<file path="src/rtl/core/assert_macros.svh">
// Assertion helpers used by the queue core.
`ifndef ASSERT_MACROS_SVH
`define ASSERT_MACROS_SVH

`ifndef SYNTHESIS

`define ASSERT_ALWAYS(lbl, clk, rst_n, cond) \
  lbl: assert property (@(posedge clk) disable iff (!rst_n) (cond)) \
    else $error("assertion failed");

`define ASSERT_NEXT(lbl, clk, rst_n, ante, cons) \
  lbl: assert property (@(posedge clk) disable iff (!rst_n) (ante) |=> (cons)) \
    else $error("assertion failed");

`else

`define ASSERT_ALWAYS(lbl, clk, rst_n, cond)
`define ASSERT_NEXT(lbl, clk, rst_n, ante, cons)

`endif

`endif

</file>
<file path="src/rtl/core/dpq_pkg.sv">
package dpq_pkg;

  localparam int CAPACITY = 64;
  localparam int DATA_W   = 32;
  localparam int CNT_W    = $clog2(CAPACITY + 1);
  localparam int OCC_W    = 7;

  typedef enum logic [1:0] {
    MODE_INSERT  = 2'd0,
    MODE_DEL_MAX = 2'd1,
    MODE_DEL_MIN = 2'd2,
    MODE_CLEAR   = 2'd3
  } mode_t;

  typedef enum logic [1:0] {
    ST_DONE  = 2'd0,
    ST_FULL  = 2'd1,
    ST_EMPTY = 2'd2
  } status_t;

  typedef enum logic [2:0] {
    CELL_HOLD    = 3'd0,
    CELL_INSERT  = 3'd1,
    CELL_DEL_MAX = 3'd2,
    CELL_DEL_MIN = 3'd3,
    CELL_CLEAR   = 3'd4
  } cell_op_t;

  // What a cell shows to its neighbors.
  typedef struct packed {
    logic                     valid;
    logic                     gt;
    logic signed [DATA_W-1:0] value;
  } cell_link_t;

endpackage

</file>
<file path="src/rtl/core/dpq_cell.sv">
module dpq_cell (
  input  logic                             clk,
  input  logic                             rst_n,
  input  dpq_pkg::cell_op_t                op,
  input  logic signed [dpq_pkg::DATA_W-1:0] key,
  input  dpq_pkg::cell_link_t              from_lo,
  input  dpq_pkg::cell_link_t              from_hi,
  output dpq_pkg::cell_link_t              link
);

  logic                              valid_r, valid_nxt;
  logic signed [dpq_pkg::DATA_W-1:0] value_r, value_nxt;
  logic                              gt;

  // Entries are sorted ascending, so the cells holding values above the key
  // form a contiguous run at the top of the occupied region.
  assign gt = valid_r && (value_r > key);

  always_comb begin
    valid_nxt = valid_r;
    value_nxt = value_r;
    unique case (op)
      dpq_pkg::CELL_INSERT: begin
        valid_nxt = valid_r || from_lo.valid;
        if (from_lo.gt) begin
          value_nxt = from_lo.value;
        end else if (gt || !valid_r) begin
          value_nxt = key;
        end
      end
      dpq_pkg::CELL_DEL_MAX: begin
        valid_nxt = valid_r && from_hi.valid;
      end
      dpq_pkg::CELL_DEL_MIN: begin
        valid_nxt = from_hi.valid;
        value_nxt = from_hi.value;
      end
      dpq_pkg::CELL_CLEAR: begin
        valid_nxt = 1'b0;
      end
      default: begin
        valid_nxt = valid_r;
      end
    endcase
  end

  always_ff @(posedge clk) begin
    if (!rst_n) begin
      valid_r <= 1'b0;
    end else begin
      valid_r <= valid_nxt;
    end
    value_r <= value_nxt;
  end

  assign link.valid = valid_r;
  assign link.gt    = gt;
  assign link.value = value_r;

endmodule
</file>
<file path="config.mk">
export PLATFORM = sky130hd
export DESIGN_NAME = dpq_cell
export DESIGN_NICKNAME = d
export VERILOG_FILES = /design/src/rtl/core/assert_macros.svh /design/src/rtl/core/dpq_pkg.sv /design/src/rtl/core/dpq_cell.sv
export SDC_FILE = /design/constraint.sdc
export NUM_CORES = 1
export LEC_CHECK = 0
export ABC_AREA = 1
export BUFFER_PORTS_ARGS = -buffer_cell sky130_fd_sc_hd__buf_2
export CORE_MARGIN = 5
export CORE_UTILIZATION = 43
export CTS_BUF_LIST = sky130_fd_sc_hd__clkbuf_2 sky130_fd_sc_hd__clkbuf_4 sky130_fd_sc_hd__clkbuf_8
export DETAILED_ROUTE_END_ITERATION = 12
export PLACE_DENSITY = 0.8
export SLEW_MARGIN = 20
export SYNTH_ARGS = -nofsm -noshare
export SYNTH_HDL_FRONTEND = slang
export SYNTH_SLANG_ARGS = --single-unit
export TNS_END_PERCENT = 100
</file>
<file path="constraint.sdc">
create_clock -name clk -period 2.7 [get_ports clk]
set_input_delay 0.54 -clock clk [delete_from_list [all_inputs] [get_ports clk]]
set_output_delay 0.54 -clock clk [all_outputs]
set_load 0.02 [all_outputs]
</file>
==> impl_metrics.toml <==
[yosys]
yosys_warnings = 0
synth_compound_area_share_pct = 11.43
synth_top_family_by_area = "simple AND/OR/NAND/NOR gates"
synth_edf_count = 32
synth_xor_area_share_pct = 0
syn_avg_cell_area_um2 = 7.335
synth.net_count = 501
synth-main-ff-cell = "edfxtp_1"
ys_async_sr_fraction_pct = 0
synth_seq_area_share_pct = 36.74
syn_area_um2 = 2670
synth_fa_ha_area_share_pct = 15.00
synth_cells = 364
ys_types = 28
synthMuxAreaShare_pct = 0
ys_ff_latch = 33
yosys.area_share.simple_pct = 27.98

[worst_setup_path]
worstPathMaxFanout = 3
ff2ff_path_depth = 10
worstReg2RegEnd = "value_r[15]$_DFFE_PP_"
cp.arrival_ns = 2.05
crit_type = "reg -> out"
cp-end-kind = "output port"
crit_chain = "ha_4 > nand2_1 > nor2_2 > nand2_2 > nor4_4 > nand2_1 > nand3_1 > nand3_2 > nor2_2 > buf_4"
r2r_start = "value_r[31]$_DFFE_PP_"
start_kind = "flip-flop"
required_ns = 2.16
reg2reg_slack_ns = 0.49
cp.buffers_inverters = 1
crit_family = "simple AND/OR/NAND/NOR gates"
max_stage_delay_ns = 0.43
slowest_stage = "edfxtp_1"

[pwr]
p_comb_share_pct = 28.1
vdd_drop_max_mv = 0.2310
p_sw_mw = 0.4246
p_clk_share_pct = 28.7
power_per_cell_area_nw_per_um2 = 394.1
power.total_mw = 1.427
p_sw_share_pct = 29.76
internal-power_mw = 1.002
seq_power_share_pct = 43.2
leakagePower_nw = 1.997

[sta]
worst_slew_pin_slew_ns = 0.5485
relSlewSlack_pct = 63.38
whs_ns = 0.5046
skew_ns = 0.005320
max_freq_mhz = 386.4
final_hold_viol_count = 0
period_share_pct = 95.86
final.setup.tns_ns = 0
finalSetupViolCount = 0
slew_viol_final = 0
period_minus_slack_ns = 2.588
final.setup.worst_slack_ns = 0.1117

[placed_design]
place_area_um2 = 3463
routabilityCongestion = 0.8077
placedCellCount = 568
hpwlAfterDp_um = 5866
dp_slack_ns = 0.04366
port-buffer-count = 137

[finish]
antennaDiodeCount = 0
drive_gt1_share_pct = 33.47
fin_cells = 577
syn_to_final_growth_pct = 35.57
fin_nets = 638
design_area_um2 = 3620
postLayoutCoreUtil_pct = 60.42

[clock_tree]
cts_root_buffer = "clkbuf_8"
cts_sinks = 33
htreeDepth = 2
clock_latency_ns = 0.28
cts_tree = "done"
clk_pin_slew_ns = 0.07
cts_buffers = 5
clockBufferDepth = 2

[route]
routedWlPerCell_um = 12.63
firstDrtPassIters = 4
routed_wirelength_um = 7288
ant_nets = 0
drc = 0
drtIter0Drc = 101
vias_per_cell = 4.825
vias = 2784

[grt]
grt.overflow.total = 0
antenna_found_initial = 0
grt_first_pass_wirelength_um = 11440
grt_max_degree = 36
grt_use_total_pct = 18.56
grt_pass1_vias = 2728

[worst_hold_path]
hold_end = "valid_r$_SDFFE_PN0P_"
min_from = "rst_n"
hold_path_class = "in -> reg"
holdPathStages = 2

[die]
io_pins = 139
start_util_pct = 44.57
die_h_um = 88.80
fp.dieArea_um2 = 7885
core_area_um2 = 5991
core.rowCount = 28
dieWidth_um = 88.80

[outcome]
run_status = "finished clean"

[run]
max-cap-violations = 0
## registers in the layout, summed over array words and instances, names as in the netlist
signal and flops:
value_r 32, valid_r 1
## placed cells by master (no fill, tap or decap), drive strengths merged, types with 2 or more instances in the layout
cell type	instances
nand2	162
a21o	2
buf	145
edfxtp	32
clkbuf	8
nor3	2
ha	32
o21ai	37
o21a	2
nor2	10
inv	44
nand4	3
nand3	4
a21oi	15
## worst reg2reg max path: cells and delay by family, from the launching register on
| kind | cells | cell delay (ns) |
|---|---|---|
| AND/OR/NAND/NOR | 7 | 0.78 |
| flip-flops | 1 | 0.43 |
| adder cells (fa/ha/maj) | 1 | 0.30 |
| AO/OA/AOI/OAI | 1 | 0.21 |
| buffers and inverters | 1 | 0.19 |
## how the worst max path moves through the flow
stage,depth (start not counted),start,slack [ns],endpoint
3_3_place_gp,12,key[19],0.04,link[32]
5_1_grt,10,value_r[31]$_DFFE_PP_,-0.007,link[32]
4_1_cts,10,value_r[19]$_DFFE_PP_,0.003,link[32]
3_5_place_dp,12,key[31],0.04,link[32]
6_report,10,value_r[31]$_DFFE_PP_,0.11,link[32]
2_1_floorplan,10,key[31],0.13,value_r[0]$_DFFE_PP_
## kinds of logic after synthesis
group,Yosys count
buffers and inverters,59
AND/OR/NAND/NOR,183
AO/OA/AOI/OAI,57
adder cells (fa/ha/maj),32
flip-flops,33
## synth_stat cells, types with 2 or more instances
library cell | count | area share [%]
a21o_1 | 2 | 0.56
inv_1 | 43 | 6.0
o21ai_0 | 36 | 6.7
nor3_1 | 2 | 0.37
buf_4 | 2 | 0.56
nand3_1 | 3 | 0.56
ha_1 | 32 | 15
nand4_1 | 3 | 0.70
nand2_1 | 160 | 22
edfxtp_1 | 32 | 36
buf_2 | 6 | 1.1
a21oi_1 | 14 | 2.6
nor2_1 | 8 | 1.1
clkbuf_1 | 7 | 0.98
## final cells by class
cell class / count / area (um2)
Inverter: 44 / 165.2
Clock buffer: 8 / 97.59
Timing Repair Buffer: 145 / 773.2
Fill cell: 559 / 2371
Sequential cell: 33 / 980.9
Tap cell: 75 / 93.84
Multi-Input combinational cell: 272 / 1509
## repair_timing
item	in CTS	in global routing
gates resized for setup	1	6
pin swaps	0	1
hold buffers	0	0
setup buffers	0	1
hold endpoints to repair	0	0
setup endpoints to repair	1	1
## power groups by stage
stage	logic, mW	registers (mW)	clock network, mW
2_1_floorplan	0.203	0.659	0
3_3_place_gp	0.380	0.626	0
3_5_place_dp	0.391	0.627	0
4_1_cts	0.396	0.616	0.423
5_1_grt	0.455	0.620	0.444
6_report	0.400	0.617	0.409
## per-layer routing
layer	track usage, %	part of all wire (%)	up-vias
li1	-	-	1445
met1	21.61	42	1228
met2	33.33	49	99
met3	4.376	8.0	12
met4	6.044	1.2	0
met5	0	0	-
(Power assumes the default switching activity.)
